## src/hdl/kstc_pkg.sv

```systemverilog
// Package for the keyed slot claim table.
// Holds the operation codes, the sequencer states and the command word sent to the cells.
// Depends on nothing.
`default_nettype none

package kstc_pkg;

    typedef enum logic [1:0] {
        FUNC_CLAIM   = 2'd0,
        FUNC_RELEASE = 2'd1,
        FUNC_QUERY   = 2'd2,
        FUNC_REMOVE  = 2'd3
    } func_t;

    typedef enum logic [1:0] {
        ST_IDLE,
        ST_MATCH,
        ST_UPDATE
    } state_t;

    typedef struct packed {
        logic match;
        logic set_bit;
        logic clear_bit;
        logic alloc;
        logic remove;
    } cell_cmd_t;

endpackage

`default_nettype wire

```

## src/hdl/kstc_cell.sv

```systemverilog
// One table entry of the keyed slot claim table, with its key, slot mask and valid bit.
// Passes hit, free and slot-set flags along the chain to the next cell.
// Depends on kstc_pkg.
`default_nettype none

module kstc_cell #(
    parameter int SLOTS = 8
) (
    input  wire logic                     clk,
    input  wire logic                     rst_n,
    input  wire kstc_pkg::cell_cmd_t      cmd,
    input  wire logic [15:0]              req_owner,
    input  wire logic [15:0]              req_comp,
    input  wire logic [SLOTS-1:0]         req_bit,
    input  wire logic                     hit_in,
    input  wire logic                     free_in,
    input  wire logic                     bitset_in,
    output logic                          hit_out,
    output logic                          free_out,
    output logic                          bitset_out
);
    import kstc_pkg::*;

    logic             valid_reg;
    logic [15:0]      owner_reg;
    logic [15:0]      comp_reg;
    logic [SLOTS-1:0] mask_reg;
    logic             sel_hit_reg;
    logic             sel_free_reg;

    logic             hit;
    logic             sel_hit;
    logic             sel_free;
    logic [SLOTS-1:0] cleared_mask;

    always_comb
    begin
        hit          = valid_reg && (owner_reg == req_owner) && (comp_reg == req_comp);
        sel_hit      = hit && !hit_in;
        sel_free     = !valid_reg && !free_in;
        hit_out      = hit_in | hit;
        free_out     = free_in | !valid_reg;
        bitset_out   = bitset_in | (sel_hit && (|(mask_reg & req_bit)));
        cleared_mask = mask_reg & ~req_bit;
    end

    always_ff @(posedge clk or negedge rst_n)
    begin
        if (!rst_n)
        begin
            valid_reg    <= 1'b0;
            sel_hit_reg  <= 1'b0;
            sel_free_reg <= 1'b0;
        end
        else
        begin
            if (cmd.match)
            begin
                sel_hit_reg  <= sel_hit;
                sel_free_reg <= sel_free;
            end
            if (cmd.alloc && sel_free_reg)
                valid_reg <= 1'b1;
            if (cmd.clear_bit && sel_hit_reg && (cleared_mask == '0))
                valid_reg <= 1'b0;
            if (cmd.remove && valid_reg && (owner_reg == req_owner))
                valid_reg <= 1'b0;
        end
    end

    always_ff @(posedge clk)
    begin
        if (cmd.alloc && sel_free_reg)
        begin
            owner_reg <= req_owner;
            comp_reg  <= req_comp;
            mask_reg  <= req_bit;
        end
        if (cmd.set_bit && sel_hit_reg)
            mask_reg <= mask_reg | req_bit;
        if (cmd.clear_bit && sel_hit_reg)
            mask_reg <= cleared_mask;
    end

endmodule

`default_nettype wire

```

## src/hdl/keyed_slot_claim_table.sv

```systemverilog
// Keyed slot claim table: a row of entry cells keyed by owner and component id.
// Each input word is a claim, release, query or owner removal; each gives one result word.
// Depends on kstc_pkg and kstc_cell.
//
// Input channel: in_valid, in_stall, func, owner_id, component_id, slot_index.
// Output channel: out_valid, out_stall, ok, table_full.
// A word is taken when valid is high and stall is low at a rising clock edge.
// One word is processed at a time. After acceptance, one cycle compares the key against
// every cell at once, with the lowest hit and lowest free entry chosen along the cell
// chain; the next cycle updates the chosen cell and loads the output register.
// The result is therefore shown two cycles after acceptance, and a new word may be
// taken in the cycle the result appears, giving one word every three cycles.
// A finished result waits in the output register while out_stall is high; a following
// word is still accepted and holds in its update cycle until the register is taken.
// Reset empties the table and the output register at once; no clearing pass is needed.
`default_nettype none

module keyed_slot_claim_table #(
    parameter int TABLE_ENTRIES   = 16,
    parameter int SLOTS_PER_ENTRY = 8
) (
    input  wire logic        clk,
    input  wire logic        rst_n,
    input  wire logic        in_valid,
    output logic             in_stall,
    input  wire logic [1:0]  func,
    input  wire logic [15:0] owner_id,
    input  wire logic [15:0] component_id,
    input  wire logic [7:0]  slot_index,
    output logic             out_valid,
    input  wire logic        out_stall,
    output logic             ok,
    output logic             table_full
);
    import kstc_pkg::*;

    state_t                     state_reg;
    state_t                     state_next;
    func_t                      func_reg;
    logic [15:0]                owner_reg;
    logic [15:0]                comp_reg;
    logic [SLOTS_PER_ENTRY-1:0] bit_reg;
    logic                       req_ok_reg;
    logic                       found_reg;
    logic                       any_free_reg;
    logic                       bitset_reg;
    logic                       out_valid_reg;
    logic                       out_valid_next;
    logic                       ok_reg;
    logic                       ok_next;
    logic                       full_reg;
    logic                       full_next;

    cell_cmd_t                  cmd;
    logic [SLOTS_PER_ENTRY-1:0] in_bit;
    logic                       accept;
    logic                       out_free;

    logic [TABLE_ENTRIES:0]     hit_chain;
    logic [TABLE_ENTRIES:0]     free_chain;
    logic [TABLE_ENTRIES:0]     bitset_chain;

    assign hit_chain[0]    = 1'b0;
    assign free_chain[0]   = 1'b0;
    assign bitset_chain[0] = 1'b0;

    genvar g;
    generate
        for (g = 0; g < TABLE_ENTRIES; g++)
        begin : g_cell
            kstc_cell #(
                .SLOTS(SLOTS_PER_ENTRY)
            ) u_cell (
                .clk       (clk),
                .rst_n     (rst_n),
                .cmd       (cmd),
                .req_owner (owner_reg),
                .req_comp  (comp_reg),
                .req_bit   (bit_reg),
                .hit_in    (hit_chain[g]),
                .free_in   (free_chain[g]),
                .bitset_in (bitset_chain[g]),
                .hit_out   (hit_chain[g+1]),
                .free_out  (free_chain[g+1]),
                .bitset_out(bitset_chain[g+1])
            );
        end
    endgenerate

    always_comb
    begin
        for (int i = 0; i < SLOTS_PER_ENTRY; i++)
            in_bit[i] = (slot_index == 8'(i));
    end

    assign in_stall   = (state_reg != ST_IDLE);
    assign accept     = in_valid && (state_reg == ST_IDLE);
    assign out_free   = !out_valid_reg || !out_stall;
    assign out_valid  = out_valid_reg;
    assign ok         = ok_reg;
    assign table_full = full_reg;

    always_comb
    begin
        state_next     = state_reg;
        cmd            = '0;
        out_valid_next = out_valid_reg && out_stall;
        ok_next        = ok_reg;
        full_next      = full_reg;
        unique case (state_reg)
            ST_IDLE:
            begin
                if (accept)
                    state_next = ST_MATCH;
            end
            ST_MATCH:
            begin
                cmd.match  = 1'b1;
                state_next = ST_UPDATE;
            end
            ST_UPDATE:
            begin
                if (out_free)
                begin
                    ok_next        = 1'b0;
                    full_next      = 1'b0;
                    out_valid_next = 1'b1;
                    state_next     = ST_IDLE;
                    unique case (func_reg)
                        FUNC_CLAIM:
                        begin
                            if (req_ok_reg && found_reg && !bitset_reg)
                            begin
                                cmd.set_bit = 1'b1;
                                ok_next     = 1'b1;
                            end
                            else if (req_ok_reg && !found_reg && any_free_reg)
                            begin
                                cmd.alloc = 1'b1;
                                ok_next   = 1'b1;
                            end
                            else if (req_ok_reg && !found_reg)
                                full_next = 1'b1;
                        end
                        FUNC_RELEASE:
                        begin
                            if (req_ok_reg && found_reg && bitset_reg)
                                cmd.clear_bit = 1'b1;
                        end
                        FUNC_QUERY:
                        begin
                            ok_next = req_ok_reg && found_reg && bitset_reg;
                        end
                        FUNC_REMOVE:
                        begin
                            cmd.remove = (owner_reg != 16'd0);
                        end
                    endcase
                end
            end
            default:
            begin
                state_next = ST_IDLE;
            end
        endcase
    end

    always_ff @(posedge clk or negedge rst_n)
    begin
        if (!rst_n)
        begin
            state_reg     <= ST_IDLE;
            out_valid_reg <= 1'b0;
        end
        else
        begin
            state_reg     <= state_next;
            out_valid_reg <= out_valid_next;
        end
    end

    always_ff @(posedge clk)
    begin
        if (accept)
        begin
            func_reg   <= func_t'(func);
            owner_reg  <= owner_id;
            comp_reg   <= component_id;
            bit_reg    <= in_bit;
            req_ok_reg <= (owner_id != 16'd0) && (component_id != 16'd0)
                          && (slot_index < 8'(SLOTS_PER_ENTRY));
        end
        if (cmd.match)
        begin
            found_reg    <= hit_chain[TABLE_ENTRIES];
            any_free_reg <= free_chain[TABLE_ENTRIES];
            bitset_reg   <= bitset_chain[TABLE_ENTRIES];
        end
        ok_reg   <= ok_next;
        full_reg <= full_next;
    end

endmodule

`default_nettype wire
```

## config.mk

```make
export PLATFORM = sky130hd
export DESIGN_NAME = keyed_slot_claim_table
export DESIGN_NICKNAME = d
export VERILOG_FILES = /design/src/hdl/kstc_pkg.sv /design/src/hdl/kstc_cell.sv /design/src/hdl/keyed_slot_claim_table.sv
export SDC_FILE = /design/constraint.sdc
export NUM_CORES = 1
export LEC_CHECK = 0
export BUFFER_PORTS_ARGS = -buffer_cell sky130_fd_sc_hd__buf_2
export CORE_MARGIN = 2
export CORE_UTILIZATION = 31
export CTS_CLUSTER_DIAMETER = 30
export DETAILED_ROUTE_END_ITERATION = 16
export PLACE_DENSITY_LB_ADDON = 0.12
export SYNTH_ARGS = -nofsm -noshare
export SYNTH_HDL_FRONTEND = slang
export SYNTH_HIERARCHICAL = 1
export SYNTH_SLANG_ARGS = --single-unit
```

## constraint.sdc

```tcl
create_clock -name clk -period 5.6 [get_ports clk]
set_input_delay 0.28 -clock clk [delete_from_list [all_inputs] [get_ports clk]]
set_output_delay 0.28 -clock clk [all_outputs]
set_load 0.05 [all_outputs]
```

; Word-level counts from Yosys, hierarchy flattened
; Cells that the tools add are included.
[word_totals]
out_inout_bits = 4
n_memories = 0
reg_bits = 739
rom_bits = 0
ramBits = 0
word_cells = 672
latchBits = 0
inputBits = 46
[classes]
n_mul = 0
n_mux = 115
shifts = 0
magnitude_cmp = 1
div = 0
bitwise = 95
eq_ne = 46
reduce_logical = 307
addsub = 0
[op_table]
columns = op, n
row1 = $eq 16x16->1, 32
row2 = $mux 8, 48
row3 = $and 8x8->8, 32
row4 = $logic_and 1x1->1, 183
row5 = $logic_not 8->1, 17
row6 = $or 8x8->8, 16
row7 = $reduce_or 8->1, 16
row8 = $reduce_bool 3->1, 32
row9 = $mux 1, 61
row10 = $logic_not 1->1, 49
row11 = $reduce_bool 16->1, 3
row12 = $or 1x1->1, 45
row13 = $eq 8x3->1 const B, 4
row14 = $eq 8x2->1 const B, 2
row15 = $eq 8x1->1 const B, 1
row16 = $lt 8x4->1 const B, 1
row17 = $mux 4, 2
row18 = $not 8->8, 1
row19 = $eq 2x2->1 const B, 3
row20 = $pmux 2 s3, 1
row21 = $eq 2x1->1 const B, 2
row22 = $logic_not 2->1, 2
row23 = $mux 2, 2
row24 = $ne 2x2->1 const B, 2
row25 = other kinds (6), 7

; Logic depth before layout (Yosys ltp)
; Gate-level depths: netlist of run 1.
[logic_depth]
ltp_word = 21
depth_mapped = 21
mapped_depth_nobuf = 21

; Modules after synthesis
; Netlist of run 1, hierarchy kept.
[modules_own_cells]
columns = module, area_per_inst_um2, n_inst, seq_area_each_um2, cells_each
row1 = kstc_cell, 1930.6, 16, 1276.2, 137
row2 = keyed_slot_claim_table, 1853.0, 1, 1516.5, 109

; Worst setup path before layout of run 1
; OpenSTA, ideal clock, no wires.
[synth_path]
path_type = flip-flop to flip-flop
from = register, netlist name owner_reg[2]
to = register bitset_reg, data pin
t_arrival_ns = 5.001
period_less_slack_ns = 5.257
slack_ns = 0.343
setup_ns = 0.256
required_ns = 5.344
path_stages_with_launch = 22
path_cell_list = edfxtp_1 -> xor2_1 -> nor4_1 -> nand2_1 -> nor4_4 -> a21o_2 -> a41oi_1 -> a31o_2 -> a31o_2 -> a31o_2 -> a31o_2 -> a31o_2 -> a31o_2 -> a31o_2 -> a31o_2 -> a31o_2 -> a31o_2 -> a31o_2 -> a31o_2 -> a31o_2 -> a31o_2 -> a31o_2
[synth_rtl]
columns = element, line_no
row1 = "end signal, assigned", keyed_slot_claim_table.sv:197  ; bitset_reg <= bitset_chain[TABLE_ENTRIES];
row2 = "end, declared", keyed_slot_claim_table.sv:46  ; logic bitset_reg;

==> results.sh, run 1 <==
export IMPL_sw_frac_of_total_pct=23.5
export IMPL_portBuffers=49
export IMPL_dp_cells=3833
export IMPL_slowest_delay_ps=830
export IMPL_ios=50
export IMPL_die_h_um=329
export IMPL_yosysUniqueCellTypes=40
export IMPL_synth_seq_cells=739
export IMPL_leakage_nw=14.5
export IMPL_period_share_pct=95.0
export IMPL_place_gp_congestion=0.784
export IMPL_grt_max_degree=52
export IMPL_worst_pin_slew_ps=1320
export IMPL_rows=119
export IMPL_path_max_fanout=14
export IMPL_grt_ovfl_total=0
export IMPL_cp_cell_sequence="buf_4 > xnor2_1 > nand4_1 > nor4_1 > a21o_2 > a41oi_1 > a31o_2 > a31o_2 > a31o_2 > a31o_2 > a31o_2 > a31o_2 > a31o_2 > a31o_2 > a31o_2 > a31o_2 > a31o_2 > a31o_2 > a31o_2"
export IMPL_critPathKind="flip-flop to flip-flop"
export IMPL_maxSlewHeadroom_pct=11.0
export IMPL_die_area_um2=108000
export IMPL_ys_flop_type="edfxtp_1"
export IMPL_initial_core_util_pct=31.2
export IMPL_synth_top_area_share_pct=63.1
export IMPL_hold_buffers=43
export IMPL_critPathTopFamily="compound AO/OA/AOI/OAI gates"
export IMPL_hold_viol=0
export IMPL_irDropWorstVdd_mv=0.247
export IMPL_final_nets=2709
export IMPL_total_power_mw=18.4
export IMPL_fmax_ghz=0.188
export IMPL_seq_area_frac_synth_pct=67.0
export IMPL_areaGrowthSynthToFinish_pct=28.9
export IMPL_cellPowerDensity_nw_per_um2=435
export IMPL_drt_total_wl_um=85900
export IMPL_pre_cts_ws_ps=257
export IMPL_min_period_ps=5320
export IMPL_cts_tree="yes"
export IMPL_slowest_stage="nor4_1"
export IMPL_finalCoreUtilization_pct=40.2
export IMPL_fin_cells=4205
export IMPL_max_cap_violations=0
export IMPL_ant_nets=0
export IMPL_place_hpwl_um=56100
export IMPL_pwr_share_clk_pct=56.7
export IMPL_cts_clk_slew_worst_paths_ps=50
export IMPL_grt_pass1_wl_um=130000
export IMPL_synth_edf_count=688
export IMPL_internal_power_mw=14.0
export IMPL_seqPwrFrac_pct=34.4
export IMPL_endpoint_kind="flip-flop"
export IMPL_hold_class="primary input to flip-flop"
export IMPL_cts_buffers=176
export IMPL_syn_instance_count=2301
export IMPL_first_global_vias=20300
export IMPL_timing_hold_ws_ps=78.1
export IMPL_synth_area_um2=32700
export IMPL_synth_async_reset_ratio_pct=6.90
export IMPL_drt_wirelength_per_cell_um=20.4
export IMPL_htreeDepth=4
export IMPL_cpMostUsedCell="a31o_2"
export IMPL_postCtsSetupBuffers=0
export IMPL_antenna_found_initial=5
export IMPL_drc=0
export IMPL_cts_sinks=739
export IMPL_die_width_um=329
export IMPL_synth_avg_cell_area_um2=14.2
export IMPL_rsz0062_at_grt="no"
export IMPL_skew_ps=24.3
export IMPL_vias_per_cell=4.90
export IMPL_final_area_um2=42200
export IMPL_drtPass1Iterations=5
export IMPL_yosys_top_cells_area="edfxtp_1 (63%), xnor2_1 (10%), a21oi_1 (4.2%)"
export IMPL_crit_arrival_ps=5800
export IMPL_track_usage_pct=16.0
export IMPL_fin_ws_ps=279
export IMPL_ctsResizeCount=0
export IMPL_drv_slew=0
export IMPL_antenna_cells=0
export IMPL_drt_iter0_drc=1754
export IMPL_clock_path_buffers=3
export IMPL_start_kind="flip-flop"
export IMPL_nFillCells=9735
export IMPL_cts_root_buffer="clkbuf_16"
export IMPL_drive_gt1_share_pct=18.5
export IMPL_setup_viol=0
export IMPL_required_ps=6080
export IMPL_fin_tns_setup_ps=0
export IMPL_comb_power_share_pct=8.9
export IMPL_worstSkewPairLatency_ps=730
export IMPL_synth_top_area_cell="edfxtp_1"
export IMPL_core_um2=105000
export IMPL_vias=20600
export IMPL_dpl_cell_area_um2=35600
export IMPL_worst_path_buf_inv=1
export IMPL_p_sw_mw=4.32
export IMPL_ys_warn_count=6
export IMPL_status="finished, final reports clean"
## cell usage after synthesis, types with 17 or more instances
library cell    n
a21oi_1       273
a22oi_1        64
and2_1         32
dfrtp_1        51
edfxtp_1      688
inv_1         131
nand2_1        52
nand2b_1       34
nand3_1        17
nand4_1        83
nor2_1         22
nor4_1         80
or2_2          17
xnor2_1       384
xor2_1        128
## logic make-up after synthesis
logic type,count (synthesis),synth area share [%]
AOI/OAI and AO/OA,499,9.85
and+or+nand+nor,387,7.58
xor gates and xnor gates,512,13.7
buffers and inverters,163,1.87
other,1,0.0115
DFF,739,67.0
## cell type report
class,count,area (um^2),share of cell area (%)
repair buffers,211,1570,3.72
inverters,131,492,1.17
flip-flops and latches,739,21900,52.0
multi-input cells,1404,10300,24.4
clock buffers,213,4650,11.0
well taps,1391,1740,4.12
clock inverters,116,1520,3.59
## power by group through the flow
stage	clock (mW)	sequential, mW	combinational (mW)
floorplan	0	6.72	0.721
detailed placement	0	6.42	1.62
finish	10.4	6.32	1.63
global route	10.9	6.33	1.79
global placement	0	6.42	1.60
CTS	10.6	6.33	1.65
## final timing paths
check / cells past startpoint / endpoint / slack (ps) / start
max: 19 / bitset_reg / 280 / comp_reg[7]
min: 3 / bit_reg[1] / 80 / slot_index[6]
max reg2reg: 19 / bitset_reg / 280 / comp_reg[7]
min reg2reg: 2 / g_cell[8].u_cell/sel_free_reg / 460 / g_cell[8].u_cell/sel_free_reg
max in group asynchronous: 3 / g_cell[14].u_cell/sel_free_reg / 4760 / rst_n
min in group asynchronous: 3 / g_cell[3].u_cell/sel_free_reg / 250 / rst_n
## layout by cell type (no fill, tap or decap), types with 17 or more instances in the layout
| cell | n |
|---|---|
| bufinv_16 | 29 |
| xor2_1 | 128 |
| nand2_1 | 52 |
| or2_2 | 17 |
| xnor2_1 | 384 |
| inv_1 | 131 |
| and2_1 | 32 |
| nand3_1 | 17 |
| nor4_1 | 71 |
| nand2b_1 | 34 |
| buf_2 | 49 |
| clkinv_2 | 33 |
| a22oi_1 | 64 |
| dlygate4sd3_1 | 43 |
| buf_4 | 119 |
| nor2_1 | 21 |
| clkbuf_16 | 179 |
| dfrtp_1 | 51 |
| clkbuf_1 | 30 |
| a21oi_1 | 273 |
| clkinv_1 | 25 |
| nand4_1 | 83 |
| edfxtp_1 | 688 |
## worst reg2reg max path: cells and delay by family, from the launching register on
kind                   cells  cell delay, ps
buffers and inverters      1             230
XOR/XNOR                   1             190
AND/OR/NAND/NOR            2             980
AO/OA/AOI/OAI             15            3250
flip-flops                 1             430
## per-layer routing
layer  vias up  wire length (um)  global-route usage (%)
met5         -                 0                       0
met1     10300             40600                    22.5
met2       577             39100                    24.4
li1       9573                 -                       -
met4         0              2000                    5.42
met3       154              4240                    3.31
Note: power is estimated with default switching activity, not from simulation.
==> inputs of run 2 (changes only) <==
--- a/config.mk
+++ b/config.mk
@@ -11,6 +11,7 @@
 export CTS_CLUSTER_DIAMETER = 30
 export DETAILED_ROUTE_END_ITERATION = 16
 export PLACE_DENSITY_LB_ADDON = 0.12
+export SETUP_SLACK_MARGIN = 0.5
 export SYNTH_ARGS = -nofsm -noshare
 export SYNTH_HDL_FRONTEND = slang
 export SYNTH_HIERARCHICAL = 1
==> results.sh, run 2 (synthesis results as in run 1) <==
export IMPL_cts_sinks=739
export IMPL_areaGrowthSynthToFinish_pct=29.3
export IMPL_sw_frac_of_total_pct=23.9
export IMPL_final_area_um2=42300
export IMPL_track_usage_pct=16.1
export IMPL_portBuffers=49
export IMPL_layout_common_cells="edfxtp_1 (688), xnor2_1 (384), a21oi_1 (273)"
export IMPL_worstSkewPairLatency_ps=740
export IMPL_p_sw_mw=4.35
export IMPL_total_power_mw=18.2
export IMPL_status="finished, final reports clean"
export IMPL_slowest_stage="edfxtp_1"
export IMPL_drv_slew=0
export IMPL_cts_tree="yes"
export IMPL_fmax_ghz=0.202
export IMPL_maxSlewHeadroom_pct=17.1
export IMPL_htreeDepth=4
export IMPL_endpoint_kind="flip-flop"
export IMPL_final_common_cell="edfxtp_1"
export IMPL_grt_pass1_wl_um=131000
export IMPL_vias_per_cell=4.89
export IMPL_min_from="slot_index[6]"
export IMPL_rows=119
export IMPL_die_h_um=329
export IMPL_dpl_cell_area_um2=35600
export IMPL_cts_buffers=174
export IMPL_r2r_start="owner_reg[10]"
export IMPL_cp_cell_sequence="xor2_1 > nor4_2 > nand2_1 > nor4_4 > a21o_2 > a41oi_2 > a31o_2 > a31o_4 > a31o_4 > a31o_4 > a31o_4 > a31o_4 > a31o_4 > a31o_4 > a31o_4 > a31o_4 > a31o_4 > a31o_4 > a31o_4 > a31o_4 > a31o_2"
export IMPL_drt_wirelength_per_cell_um=20.6
export IMPL_cp_startpoint="owner_reg[10]"
export IMPL_start_kind="flip-flop"
export IMPL_vias=20600
export IMPL_nFillCells=9762
export IMPL_drt_iter0_drc=1529
export IMPL_setup_viol=0
export IMPL_leakage_nw=14.6
export IMPL_rsz0062_at_grt="no"
export IMPL_drtPass1Iterations=5
export IMPL_seqPwrFrac_pct=34.7
export IMPL_crit_arrival_ps=5440
export IMPL_first_global_vias=21100
export IMPL_die_width_um=329
export IMPL_initial_core_util_pct=31.2
export IMPL_cts_root_buffer="clkbuf_16"
export IMPL_max_cap_violations=0
export IMPL_clock_path_buffers=3
export IMPL_skew_ps=41.4
export IMPL_min_period_ps=4950
export IMPL_hold_viol=0
export IMPL_core_um2=105000
export IMPL_grt_max_degree=52
export IMPL_drt_total_wl_um=86900
export IMPL_internal_power_mw=13.9
export IMPL_worst_pin_slew_ps=1230
export IMPL_drive_gt1_share_pct=19.2
export IMPL_pre_cts_ws_ps=184
export IMPL_grt_ovfl_total=0
export IMPL_critPathTopFamily="compound AO/OA/AOI/OAI gates"
export IMPL_ios=50
export IMPL_irDropWorstVdd_mv=0.232
export IMPL_comb_power_share_pct=9.1
export IMPL_cts_clk_slew_worst_paths_ps=50
export IMPL_critPathKind="flip-flop to flip-flop"
export IMPL_final_nets=2717
export IMPL_worst_path_buf_inv=0
export IMPL_cpMostUsedCell="a31o_4"
export IMPL_path_max_fanout=3
export IMPL_fin_tns_setup_ps=0
export IMPL_period_share_pct=88.4
export IMPL_antenna_found_initial=6
export IMPL_pwr_share_clk_pct=56.2
export IMPL_place_gp_congestion=0.769
export IMPL_cellPowerDensity_nw_per_um2=431
export IMPL_slowest_delay_ps=400
export IMPL_drc=0
export IMPL_ant_nets=0
export IMPL_place_hpwl_um=56600
export IMPL_fin_ws_ps=649
export IMPL_hold_class="primary input to flip-flop"
export IMPL_required_ps=6090
export IMPL_die_area_um2=108000
-- run 2: path summary, 6_finish.rpt --
check	cells past startpoint	to	slack, ps
hold reg to reg	2	g_cell[10].u_cell/sel_free_reg	460
hold / removal	3	bit_reg[5]	50
setup reg to reg	21	bitset_reg	650
setup / recovery	21	bitset_reg	650
max in group asynchronous	3	g_cell[13].u_cell/sel_free_reg	4740
min in group asynchronous	3	g_cell[5].u_cell/sel_hit_reg	290
-- run 2: layer usage --
layer / vias up / routed length [um] / global-route usage [%] / part of all wire [%]
met3: 147 / 4350 / 3.47 / 5.0
met1: 10400 / 41700 / 22.8 / 48
met5: - / 13 / 0 / 0.015
met4: 2 / 1800 / 5.51 / 2.1
li1: 9574 / - / - / -
met2: 504 / 39100 / 24.4 / 45
-- run 2: area by class of cell --
cell class / instances / area [um^2] / area share, %
Antenna cell: 1 / 2.50 / 0.00591
Multi-Input combinational cell: 1404 / 10500 / 24.8
Tap cell: 1391 / 1740 / 4.11
Clock inverter: 113 / 1420 / 3.35
Clock buffer: 211 / 4620 / 10.9
Inverter: 131 / 492 / 1.16
Timing Repair Buffer: 221 / 1640 / 3.88
Sequential cell: 739 / 21900 / 51.8
-- run 2: power by group through the flow --
stage | Sequential [mW] | Clock, mW | Combinational (mW)
after floorplan | 6.72 | 0 | 0.721
after global placement | 6.42 | 0 | 1.60
after detailed placement | 6.42 | 0 | 1.62
after CTS | 6.32 | 10.5 | 1.68
after global routing | 6.32 | 10.8 | 1.83
final | 6.32 | 10.3 | 1.66
-- run 2: worst reg2reg max path, cell delays in order, from the launching register on --
cell and delay, ps:
edfxtp_1 400, xor2_1 190, nor4_2 330, nand2_1 190, nor4_4 190, a21o_2 210
a41oi_2 40, a31o_2 270, a31o_4 230, a31o_4 210, a31o_4 210, a31o_4 210
a31o_4 210, a31o_4 200, a31o_4 200, a31o_4 210, a31o_4 210, a31o_4 210
a31o_4 200, a31o_4 210, a31o_4 200, a31o_2 200
-- run 2: repair_timing --
item	CTS	global route
hold buffers	43	0
resized for setup	21	5
hold endpoints to repair	95	0
endpoints found under the setup margin	1	1
buffers inserted	10	2
pin swaps	6	8
-- run 2: through the flow --
| stage | hold WS [ps] | utilization, % | cells |
|---|---|---|---|
| 4_1_cts | 7.42 | 40.3 | 4208 |
| 6_report | 52.5 | 40.3 | 4211 |
| 3_3_place_gp | 453 | 33.9 | 3831 |
| 5_1_grt | 18.3 | 40.3 | 4210 |
| 3_5_place_dp | 457 | 33.9 | 3831 |
| 2_1_floorplan | -15.6 | - | 2306 |
